==> src/rtl/fatlb_pkg.sv <==
`timescale 1ns / 1ps
// ----------------------------------------------------------------------------
// Translation buffer package
// Operation codes, fixed result widths and the command and status bundles
// that pass between the controller and the datapath.
// ----------------------------------------------------------------------------
package fatlb_pkg;

	localparam int OP_W = 2;

	localparam logic [OP_W-1:0] OP_LOOKUP = 2'd0;
	localparam logic [OP_W-1:0] OP_INSERT = 2'd1;
	localparam logic [OP_W-1:0] OP_INVAL  = 2'd2;

	// The returned page number is always 20 bits wide, whatever the page width.
	localparam int FOUND_BITS = 20;
	localparam int OUT_W      = ((1 + FOUND_BITS + 7) / 8) * 8;

	// Commands from the controller to the datapath.
	typedef struct packed {
		logic load;          // capture the incoming item
		logic exec;          // carry out the held operation and emit its result
		logic scan_init;     // begin the search for the oldest entry
		logic scan_step;     // compare one more entry's stamp
		logic write_victim;  // overwrite the chosen entry and emit the result
	} cmd_t;

	// Status from the datapath to the controller.
	typedef struct packed {
		logic ins_full;   // held item is an insert and every entry is valid
		logic scan_last;  // the scan is at the last entry
		logic out_free;   // the result register can take a result this cycle
	} sts_t;

endpackage

==> src/rtl/fatlb_ctrl.sv <==
`timescale 1ns / 1ps
// ----------------------------------------------------------------------------
// Translation buffer controller
// Sequences one item at a time: capture, execute, and for an insert into a
// full buffer a scan for the oldest entry followed by the write.
// ----------------------------------------------------------------------------
module fatlb_ctrl (
	input  logic              clk,
	input  logic              arst_n,
	input  logic              in_valid,
	output logic              in_ready,
	input  fatlb_pkg::sts_t   sts,
	output fatlb_pkg::cmd_t   cmd
);

	localparam logic [1:0] ST_IDLE  = 2'd0;
	localparam logic [1:0] ST_EXEC  = 2'd1;
	localparam logic [1:0] ST_SCAN  = 2'd2;
	localparam logic [1:0] ST_WRITE = 2'd3;

	logic [1:0] state_q;
	logic [1:0] state_d;

	always_comb begin
		state_d  = state_q;
		cmd      = '0;
		in_ready = 1'b0;
		unique case (state_q)
			ST_IDLE: begin
				in_ready = 1'b1;
				if (in_valid) begin
					cmd.load = 1'b1;
					state_d  = ST_EXEC;
				end
			end
			ST_EXEC: begin
				if (sts.ins_full) begin
					cmd.scan_init = 1'b1;
					state_d       = ST_SCAN;
				end else if (sts.out_free) begin
					cmd.exec = 1'b1;
					state_d  = ST_IDLE;
				end
			end
			ST_SCAN: begin
				cmd.scan_step = 1'b1;
				if (sts.scan_last) begin
					state_d = ST_WRITE;
				end
			end
			ST_WRITE: begin
				if (sts.out_free) begin
					cmd.write_victim = 1'b1;
					state_d          = ST_IDLE;
				end
			end
			default: begin
				state_d = ST_IDLE;
			end
		endcase
	end

	always_ff @(posedge clk or negedge arst_n) begin
		if (!arst_n) begin
			state_q <= ST_IDLE;
		end else begin
			state_q <= state_d;
		end
	end

endmodule

==> src/rtl/fatlb_dp.sv <==
`timescale 1ns / 1ps
// ----------------------------------------------------------------------------
// Translation buffer datapath
// Entry store with parallel tag and frame compare, the oldest-entry scan
// and the result register.
// ----------------------------------------------------------------------------
module fatlb_dp #(
	parameter int ENTRIES    = 16,
	parameter int PAGE_BITS  = 20,
	parameter int STAMP_BITS = 32
) (
	input  logic                           clk,
	input  logic                           arst_n,
	input  fatlb_pkg::cmd_t                cmd,
	output fatlb_pkg::sts_t                sts,
	input  logic [fatlb_pkg::OP_W-1:0]     in_op,
	input  logic [STAMP_BITS-1:0]          in_stamp,
	input  logic [PAGE_BITS-1:0]           in_vpage,
	input  logic [PAGE_BITS-1:0]           in_ppage,
	output logic                           out_valid,
	input  logic                           out_ready,
	output logic                           out_hit,
	output logic [fatlb_pkg::FOUND_BITS-1:0] out_page
);

	localparam int IDX_W = $clog2(ENTRIES);
	localparam int FB    = fatlb_pkg::FOUND_BITS;

	// Held item.
	logic [fatlb_pkg::OP_W-1:0] op_q;
	logic [STAMP_BITS-1:0]      stamp_q;
	logic [PAGE_BITS-1:0]       vpage_q;
	logic [PAGE_BITS-1:0]       ppage_q;

	// Entry store.
	logic [ENTRIES-1:0]    ent_valid_q;
	logic [PAGE_BITS-1:0]  ent_tag_q   [ENTRIES];
	logic [PAGE_BITS-1:0]  ent_frame_q [ENTRIES];
	logic [STAMP_BITS-1:0] ent_stamp_q [ENTRIES];

	// Oldest-entry scan.
	logic [IDX_W-1:0]      scan_idx_q;
	logic [IDX_W-1:0]      victim_q;
	logic [STAMP_BITS-1:0] min_q;
	logic [STAMP_BITS-1:0] scan_stamp;

	// Result register.
	logic          out_valid_q;
	logic          out_hit_q;
	logic [FB-1:0] out_page_q;

	logic [ENTRIES-1:0]   tag_match;
	logic [ENTRIES-1:0]   frame_match;
	logic                 hit_any;
	logic [IDX_W-1:0]     hit_idx;
	logic [IDX_W-1:0]     free_idx;
	logic [PAGE_BITS-1:0] hit_frame;
	logic [PAGE_BITS+FB-1:0] hit_frame_ext;
	logic                 is_lookup;
	logic                 lookup_hit;
	logic                 wr_en;
	logic [IDX_W-1:0]     wr_idx;
	logic                 emit;

	always_comb begin
		for (int i = 0; i < ENTRIES; i++) begin
			tag_match[i]   = ent_valid_q[i] && (ent_tag_q[i] == vpage_q);
			frame_match[i] = ent_valid_q[i] && (ent_frame_q[i] == ppage_q);
		end
	end

	// Lowest matching entry and lowest free entry.
	always_comb begin
		hit_idx  = '0;
		free_idx = '0;
		for (int i = ENTRIES - 1; i >= 0; i--) begin
			if (tag_match[i]) begin
				hit_idx = IDX_W'(i);
			end
			if (!ent_valid_q[i]) begin
				free_idx = IDX_W'(i);
			end
		end
	end

	assign hit_any       = |tag_match;
	assign hit_frame     = ent_frame_q[hit_idx];
	assign hit_frame_ext = {{FB{1'b0}}, hit_frame};
	assign is_lookup     = (op_q == fatlb_pkg::OP_LOOKUP);
	assign lookup_hit    = is_lookup && hit_any;
	assign scan_stamp    = ent_stamp_q[scan_idx_q];

	assign wr_en  = (cmd.exec && (op_q == fatlb_pkg::OP_INSERT)) || cmd.write_victim;
	assign wr_idx = cmd.write_victim ? victim_q : free_idx;
	assign emit   = cmd.exec || cmd.write_victim;

	assign sts.ins_full  = (op_q == fatlb_pkg::OP_INSERT) && (&ent_valid_q);
	assign sts.scan_last = (scan_idx_q == IDX_W'(ENTRIES - 1));
	assign sts.out_free  = !out_valid_q || out_ready;

	always_ff @(posedge clk) begin
		if (cmd.load) begin
			op_q    <= in_op;
			stamp_q <= in_stamp;
			vpage_q <= in_vpage;
			ppage_q <= in_ppage;
		end
	end

	always_ff @(posedge clk or negedge arst_n) begin
		if (!arst_n) begin
			ent_valid_q <= '0;
		end else if (wr_en) begin
			ent_valid_q[wr_idx] <= 1'b1;
		end else if (cmd.exec && (op_q == fatlb_pkg::OP_INVAL)) begin
			ent_valid_q <= ent_valid_q & ~frame_match;
		end
	end

	always_ff @(posedge clk) begin
		if (wr_en) begin
			ent_tag_q[wr_idx]   <= vpage_q;
			ent_frame_q[wr_idx] <= ppage_q;
			ent_stamp_q[wr_idx] <= stamp_q;
		end else if (cmd.exec && lookup_hit) begin
			ent_stamp_q[hit_idx] <= stamp_q;
		end
	end

	always_ff @(posedge clk) begin
		if (cmd.scan_init) begin
			scan_idx_q <= IDX_W'(1);
			victim_q   <= '0;
			min_q      <= ent_stamp_q[0];
		end else if (cmd.scan_step) begin
			scan_idx_q <= scan_idx_q + IDX_W'(1);
			if (scan_stamp < min_q) begin
				victim_q <= scan_idx_q;
				min_q    <= scan_stamp;
			end
		end
	end

	always_ff @(posedge clk or negedge arst_n) begin
		if (!arst_n) begin
			out_valid_q <= 1'b0;
		end else if (emit) begin
			out_valid_q <= 1'b1;
		end else if (out_ready) begin
			out_valid_q <= 1'b0;
		end
	end

	always_ff @(posedge clk) begin
		if (emit) begin
			out_hit_q  <= cmd.exec && lookup_hit;
			out_page_q <= (cmd.exec && lookup_hit) ? hit_frame_ext[FB-1:0] : '0;
		end
	end

	assign out_valid = out_valid_q;
	assign out_hit   = out_hit_q;
	assign out_page  = out_page_q;

endmodule

==> src/rtl/fully_associative_tlb_lru.sv <==
`timescale 1ns / 1ps
// ----------------------------------------------------------------------------
// Fully associative translation buffer with least-recently-used replacement
// A small address translation cache with lookup, insert and invalidate.
// ----------------------------------------------------------------------------
// Each item carries an operation in s_tuser: lookup (0), insert (1) or
// invalidate by physical page (2); code 3 does nothing. Every item gives
// exactly one result item. A lookup compares all tags at once, takes the
// lowest matching valid entry, returns its physical page with hit set and
// refreshes that entry's stamp with access_time; a miss returns hit clear and
// a zero page. An insert fills the lowest invalid entry; when every entry is
// valid it replaces the entry with the smallest stamp (plain unsigned compare,
// lowest index on a tie). An invalidate clears every valid entry whose
// physical page matches. Inserts do not check for an existing mapping, so a
// tag may be present twice; lookups then see the lower entry. An item is
// captured and then executed when the result register is free; an insert
// into a full buffer first walks the stamps one entry per cycle through a
// single comparator and then writes the chosen entry when the result
// register is free. The input is taken again as soon as the previous item
// has been executed, even if its result is still waiting in the output
// register. Valid bits clear at reset; no clearing pass is needed.
// ----------------------------------------------------------------------------
module fully_associative_tlb_lru #(
	parameter int ENTRIES    = 16,
	parameter int PAGE_BITS  = 20,
	parameter int STAMP_BITS = 32
) (
	input  logic clk,
	input  logic arst_n,
	// Input items.
	input  logic s_tvalid,
	output logic s_tready,
	// Fields from bit 0: access_time, virtual_page, physical_page, zero padding.
	input  logic [((STAMP_BITS + 2 * PAGE_BITS + 7) / 8) * 8 - 1:0] s_tdata,
	// Fields from bit 0: op.
	input  logic [fatlb_pkg::OP_W-1:0] s_tuser,
	// Result items.
	output logic m_tvalid,
	input  logic m_tready,
	// Fields from bit 0: hit, found_page, zero padding.
	output logic [fatlb_pkg::OUT_W-1:0] m_tdata
);

	localparam int FB = fatlb_pkg::FOUND_BITS;

	fatlb_pkg::cmd_t cmd;
	fatlb_pkg::sts_t sts;

	logic [STAMP_BITS-1:0] in_stamp;
	logic [PAGE_BITS-1:0]  in_vpage;
	logic [PAGE_BITS-1:0]  in_ppage;
	logic                  out_hit;
	logic [FB-1:0]         out_page;

	// Unpack the input item; the padding bits above the last field are ignored.
	assign in_stamp = s_tdata[STAMP_BITS-1:0];
	assign in_vpage = s_tdata[STAMP_BITS +: PAGE_BITS];
	assign in_ppage = s_tdata[STAMP_BITS + PAGE_BITS +: PAGE_BITS];

	fatlb_ctrl u_ctrl (
		.clk      (clk),
		.arst_n   (arst_n),
		.in_valid (s_tvalid),
		.in_ready (s_tready),
		.sts      (sts),
		.cmd      (cmd)
	);

	fatlb_dp #(
		.ENTRIES    (ENTRIES),
		.PAGE_BITS  (PAGE_BITS),
		.STAMP_BITS (STAMP_BITS)
	) u_dp (
		.clk       (clk),
		.arst_n    (arst_n),
		.cmd       (cmd),
		.sts       (sts),
		.in_op     (s_tuser),
		.in_stamp  (in_stamp),
		.in_vpage  (in_vpage),
		.in_ppage  (in_ppage),
		.out_valid (m_tvalid),
		.out_ready (m_tready),
		.out_hit   (out_hit),
		.out_page  (out_page)
	);

	// Pack the result item, hit in the lowest bit.
	assign m_tdata = {{(fatlb_pkg::OUT_W - 1 - FB){1'b0}}, out_page, out_hit};

	// Only one item is in progress: having taken one, the input closes.
	a_one_in_flight: assert property (@(posedge clk) disable iff (!arst_n)
		s_tvalid && s_tready |=> !s_tready)
		else $error("input accepted while an item was still in progress");

	// A result only appears in answer to an execute or a victim write.
	a_result_source: assert property (@(posedge clk) disable iff (!arst_n)
		$rose(m_tvalid) |-> $past(cmd.exec || cmd.write_victim))
		else $error("result appeared without a command that produces one");

	// The controller issues at most one command at a time.
	a_one_command: assert property (@(posedge clk) disable iff (!arst_n)
		$onehot0({cmd.load, cmd.exec, cmd.scan_init, cmd.scan_step, cmd.write_victim}))
		else $error("more than one datapath command in a cycle");

	// The replacement scan only starts when the buffer is full.
	a_scan_when_full: assert property (@(posedge clk) disable iff (!arst_n)
		cmd.scan_init |-> sts.ins_full)
		else $error("replacement scan started with a free entry available");

endmodule
==> config.mk <==
export PLATFORM = sky130hd
export DESIGN_NAME = fully_associative_tlb_lru
export DESIGN_NICKNAME = d
export VERILOG_FILES = /design/src/rtl/fatlb_pkg.sv /design/src/rtl/fatlb_ctrl.sv /design/src/rtl/fatlb_dp.sv /design/src/rtl/fully_associative_tlb_lru.sv
export SDC_FILE = /design/constraint.sdc
export NUM_CORES = 2
export LEC_CHECK = 0
export BUFFER_PORTS_ARGS = -buffer_cell sky130_fd_sc_hd__clkbuf_2
export CAP_MARGIN = 10
export CORE_UTILIZATION = 50
export CTS_CLUSTER_SIZE = 10
export DETAILED_ROUTE_END_ITERATION = 16
export GPL_ROUTABILITY_DRIVEN = 0
export MAX_ROUTING_LAYER = met4
export PLACE_DENSITY = 0.77
export SYNTH_ARGS = -nofsm -noshare
export SYNTH_HDL_FRONTEND = slang
export SYNTH_SLANG_ARGS = --single-unit
==> constraint.sdc <==
create_clock -name clk -period 4.6 [get_ports clk]
set_input_delay 1.38 -clock clk [delete_from_list [all_inputs] [get_ports clk]]
set_output_delay 1.38 -clock clk [all_outputs]
set_load 0.1 [all_outputs]
# Word-level counts from Yosys, hierarchy flattened
# Memory sizes are Yosys's and may differ from the RTL's. A register that Yosys moved wholly into a read port is not among the register bits.
# Index checks and enable logic that the tools add are counted.
classes:
  mux: 66
  n_eq_ne: 40
  n_bitwise: 3
  reduce_logical: 55
  n_addsub: 1
  magnitude_cmp: 3
ops:
  columns: ["operator", "n"]
  rows:
  - ["$eq A20 B20 Y1", 32]
  - ["$mux W4", 36]
  - ["$mux W32", 4]
  - ["$logic_and A1 B1 Y1", 38]
  - ["$lt A32 B32 Y1", 1]
  - ["$mux W16", 2]
  - ["$reduce_or A32 Y1", 1]
  - ["$mux W1", 17]
  - ["$and A16 B16 Y16", 1]
  - ["$not A16 Y16", 1]
  - ["$or A16 B16 Y16", 1]
  - ["$reduce_and A16 Y1", 1]
  - ["$reduce_or A16 Y1", 1]
  - ["$mux W2", 5]
  - ["$pmux W2 S4", 1]
  - ["$reduce_bool A2 Y1", 4]
  - ["$eq A2 B2 Y1 const B", 3]
  - ["$reduce_and A2 Y1", 3]
  - ["$lt A4 B5 Y1 const B", 1]
  - ["$add A4 B1 Y4 const B", 1]
  - ["$demux W1 S4", 1]
  - ["$eq A2 B1 Y1 const B", 2]
  - ["$eq A4 B4 Y1 const B", 1]
  - ["$ge A4 B1 Y1 const B", 1]
  - ["4 further kinds", 9]
word_totals:
  inputBits: 78
  mem_bits_rw: 1152
  n_memories: 3
  regBits: 134
mem_list:
  columns: ["name", "words", "word_bits", "rd", "rd_ports_with_merged_regs", "write_ports", "line_no", "source"]
  rows:
  - ["u_dp.ent_stamp_q", 16, 32, 2, 1, 1, "fatlb_dp.sv:39", "logic [STAMP_BITS-1:0] ent_stamp_q [ENTRIES];"]
  - ["u_dp.ent_frame_q", 16, 20, 17, 1, 1, "fatlb_dp.sv:38", "logic [PAGE_BITS-1:0] ent_frame_q [ENTRIES];"]
  - ["u_dp.ent_tag_q", 16, 20, 16, 0, 1, "fatlb_dp.sv:37", "logic [PAGE_BITS-1:0] ent_tag_q [ENTRIES];"]

# Longest topological paths before layout
logic_depth:
  word_depth: 23
  ltp_mapped: 17
  mapped_depth_nobuf: 14

# By module
# Synthesis repeated with hierarchy kept, for this count alone.
unflattened:
  hier_cells: 3385
  area_unflattened_um2: 56441.6
by_module_without_submodules:
  columns: ["module", "instances", "cells_per_inst", "area_per_inst_um2"]
  rows:
  - ["fatlb_dp", 1, 3364, 56285.2]
  - ["fatlb_ctrl", 1, 16, 122.6]
  - ["fully_associative_tlb_lru", 1, 5, 33.8]

# Worst setup path after synthesis
# Ideal clock, no wire load.
synth_path:
  path_kind: "reg-to-reg"
  startpoint: "reg with a tool-made name"
  endpoint: "reg u_dp.min_q[0], enable pin"
  required_ps: 4270
  stages_incl_launch_ff: 14
  slack_ps: -507
  path_buffers: 3
  t_arrival_ps: 4777
  path_cell_list: "dfxtp_1 buf_2 buf_1 buf_1 mux4_2 mux4_2 ha_1 nand4_1 or2_2 or4_1 a21oi_1 nor4_1 o31a_2 or2_2"
synth_lines:
  columns: ["item", "line_no", "source"]
  rows:
  - ["end signal: assignment", "fatlb_dp.sv:134", "min_q <= ent_stamp_q[0];"]
  - ["end signal: assignment", "fatlb_dp.sv:139", "min_q <= scan_stamp;"]
  - ["end: declaration", "fatlb_dp.sv:44", "logic [STAMP_BITS-1:0] min_q;"]

==> parameters.txt <==
Parameter                              Value

Logic synthesis
  Async set or reset register ratio after synthesis ... 0.0145
  Syn Area/Cell ... around 17 sq um
  Seq/Total Area, Yosys ... 0.697
  Ranking of synthesized cells by instance count ... edfxtp_1 (1279), xnor2_1 (363), xor2_1 (276), nand2_1 (179), mux4_2 (160)
  Post-synth EDFFs ... 1279
  Number of different library cells in the post-synthesis netlist ... 68
  Dominant cells by area after synthesis ... edfxtp_1 (68%), mux4_2 (6.4%), xnor2_1 (5.7%)
  Fraction of synthesized cell area taken by the top area cell type ... 0.684
  Count leader, synth ... edfxtp_1
  Warnings, synthesis ... 0
  Biggest area consumer among synthesized cells ... edfxtp_1
  Gate Count Post-Synth ... 3254
  Flops & latches, synth ... ~1300
  Top FF cell, synth ... edfxtp_1
  Post-synthesis instance area ... about 56000 sq um

Global route
  Tot GR Track Use ... 0.245
  Vias in the first global route ... slightly above 30000
  Pin count of the biggest net entering global routing ... ~50
  Remaining global-route overflow ... 0
  First-pass GRT wire length ... slightly below 200000 um
  Antenna violations before repair ... 3

Clock tree
  Clock Pin Slew Worst Setup and Hold Paths ... roughly 60 ps
  Clock latency at the later pin of the worst-skew pair ... between 700 and 800 ps
  Clk buf depth ... 3
  Deepest level of the CTS H-tree ... 4
  Root Driver ... clkbuf_16
  Number of sinks on the clock net ... about 1300
  CTS tree ... built
  Number of buffers inserted during clock tree synthesis ... 150

Power and ir drop
  Power Density ... about 440 nW/um^2
  P_leak ... 20.5 nW
  Worst vdd ir ... about 550 uV

Routing
  Count of nets left with antenna violations after detail routing ... 0
  Via count normalized by instance count ... between 5 and 6
  Detailed-route wire length ... approximately 140000 um
  Met3 Wirelength ... around 9500 um
  Top routing layer used ... met4
  Initial DRC Count ... between 3000 and 4000
  DRC violations left ... 0
  Detailed Routing Iterations Pass 1 ... 5
  Wire length on met2 ... ~67000 um
  Per-cell routed wire length ... 26.5 um
  Overall via count from detail_route ... around 30000
  M1 WL ... around 55000 um

Placement
  HPWL after detailed placement ... 81800 um
  I/O Buffers ... 100

Job
  Max-cap violation count ... 0

Die
  Placeable Area ... around 110000 sq um
  Die outline area ... approximately 110000 sq um
  Width of the die ... around 340 um
  Chip Height ... between 300 and 400 um
  I/O pin cnt ... 104
  Starting density of the core ... 0.506
  Floorplan row count ... around 120

Critical path
  Worst Reg2Reg Path Length in Cells ... 13
  Arrival time of data at the critical path endpoint ... 5050 ps
  Crit-path max FO ... 15
  Critical path capture point type ... register
  Critical path start-end classification ... reg -> reg
  Capture instance of the worst register-to-register path ... u_dp.min_q[17]$_DFFE_PP_
  Required @ worst endpoint ... approximately 5100 ps
  Worst setup slack for register-to-register paths ... approximately 41 ps
  Startpoint Class ... register

Worst hold path
  Worst-case hold path end point ... u_dp.victim_q[0]$_SDFFE_PP0P_
  Worst hold path stage count ... 2
  Worst hold start ... u_dp.victim_q[0]$_SDFFE_PP0P_
  Min-delay worst type ... reg -> reg

Timing
  Headroom to the max-slew limit ... 0.237
  Transition time at the pin with the least slew margin ... 1140 ps
  Final critical path time including I/O delays and setup ... between 4000 and 5000 ps
  Clk_skew ... slightly above 40 ps
  Number of endpoints failing setup at the final stage ... 0
  Setup_tns ... 0 ps
  Post-Route Hold Slack ... about 530 ps
  Maximum frequency from static timing analysis ... about 0.22 GHz
  Tcrit/Tclk final ... 0.991
  Final Max Slew Viols ... 0
  Hold Vio Cnt, Final ... 0

Cells and area
  Synth-to-Final Area Change ... 14.8%
  Utilization after layout ... 0.581
  Fin nets ... between 3000 and 4000
  Share of post-route cells with drive strength above 1 ... 0.221

Status
  Status ... completed
final cells by class:
class / instances / area, sq um
flip-flops and latches: 1310 / 39100
inverters: 40 / 150
diodes: 3 / 7.51
fillers: 8093 / 46500
clock buffers: 196 / 4000
multi-input cells: 1732 / 16100
repair buffers: 314 / 3000
well taps: 1488 / 1860
clock inverters: 16 / 228
kinds of logic (layout without fill, tap and decap cells):
group                      count (synthesis)  count (layout)  share of synthesized area
buffers and inverters                    214             566                     0.0221
muxes                                    347             347                      0.100
xor gates and xnor gates                 642             642                      0.101
DFF                                     1310            1310                      0.697
AOI/OAI and AO/OA                        181             181                     0.0260
and+or+nand+nor                          527             527                     0.0474
adders and majority gates                 32              32                    0.00713
other                                      1               6                  0.0000668
report_power, final:
part           internal (mW)  total (mW)  switching (mW)
clock network           6.06        10.6            4.55
registers               14.0        14.6           0.652
logic                   1.07        3.38            2.32
routing by layer:
metal,GRT usage,up-vias
met4,0.0728,0
li1,-,13100
met3,0.0388,233
met5,-,-
met1,0.323,15500
met2,0.393,1313
registers in the layout, summed over array words and instances, names as in the netlist, named ones only:
register / flops
u_ctrl.state_q: 2
u_dp.ent_frame_q: 320
u_dp.ent_stamp_q: 512
u_dp.ent_tag_q: 320
u_dp.ent_valid_q: 16
u_dp.min_q: 32
u_dp.op_q: 2
u_dp.out_hit: 1
u_dp.out_page: 20
u_dp.out_valid: 1
u_dp.ppage_q: 20
u_dp.scan_idx_q: 4
u_dp.stamp_q: 32
u_dp.victim_q: 4
u_dp.vpage_q: 20
worst max-delay path by stage:
stage               cells past startpoint                          endpoint     start
finish                                 13          u_dp.min_q[17]$_DFFE_PP_  register
global route                           13          u_dp.min_q[14]$_DFFE_PP_  register
CTS                                    16          u_dp.min_q[17]$_DFFE_PP_  register
detailed placement                     13           u_dp.min_q[5]$_DFFE_PP_  register
global placement                       15          u_dp.min_q[18]$_DFFE_PP_  register
floorplan                               7  u_dp.ent_stamp_q[6][0]$_DFFE_PP_  m_tready
cells in the final DEF (no fill, tap or decap), types with 100 or more instances in the layout:
master / instances
buf_4: 143
mux4_2: 160
mux2i_1: 126
xor2_1: 276
nand2_1: 179
clkbuf_16: 155
xnor2_1: 363
clkbuf_2: 100
edfxtp_1: 1279
nand4_1: 118
through the flow:
step	cell area (sq um)	setup WS (ps)	power [mW]	std cells
2_1_floorplan	56200	-92.9	16.8	3256
3_5_place_dp	60100	127	18.2	4873
5_1_grt	64500	-14.6	29.5	5098
4_1_cts	64300	36.4	28.8	5085
6_report	64500	40.6	28.6	5099
3_3_place_gp	60100	162	18.1	4873
critical path, stage by stage (launching register included):
cell,delay (ps)
dfxtp_4,470
buf_12,170
mux4_2,500
mux4_2,520
ha_1,370
nand4_1,170
or2_2,370
or4_4,560
a21oi_2,190
nor4_2,70
buf_4,140
o31a_2,340
or2_4,260
buf_12,170
what timing repair did:
item	CTS	global route
endpoints found under the setup margin	0	32
gates resized for setup	0	8
hold buffers	0	0
buffers inserted	0	9
Note: power is estimated with default switching activity, not from simulation.
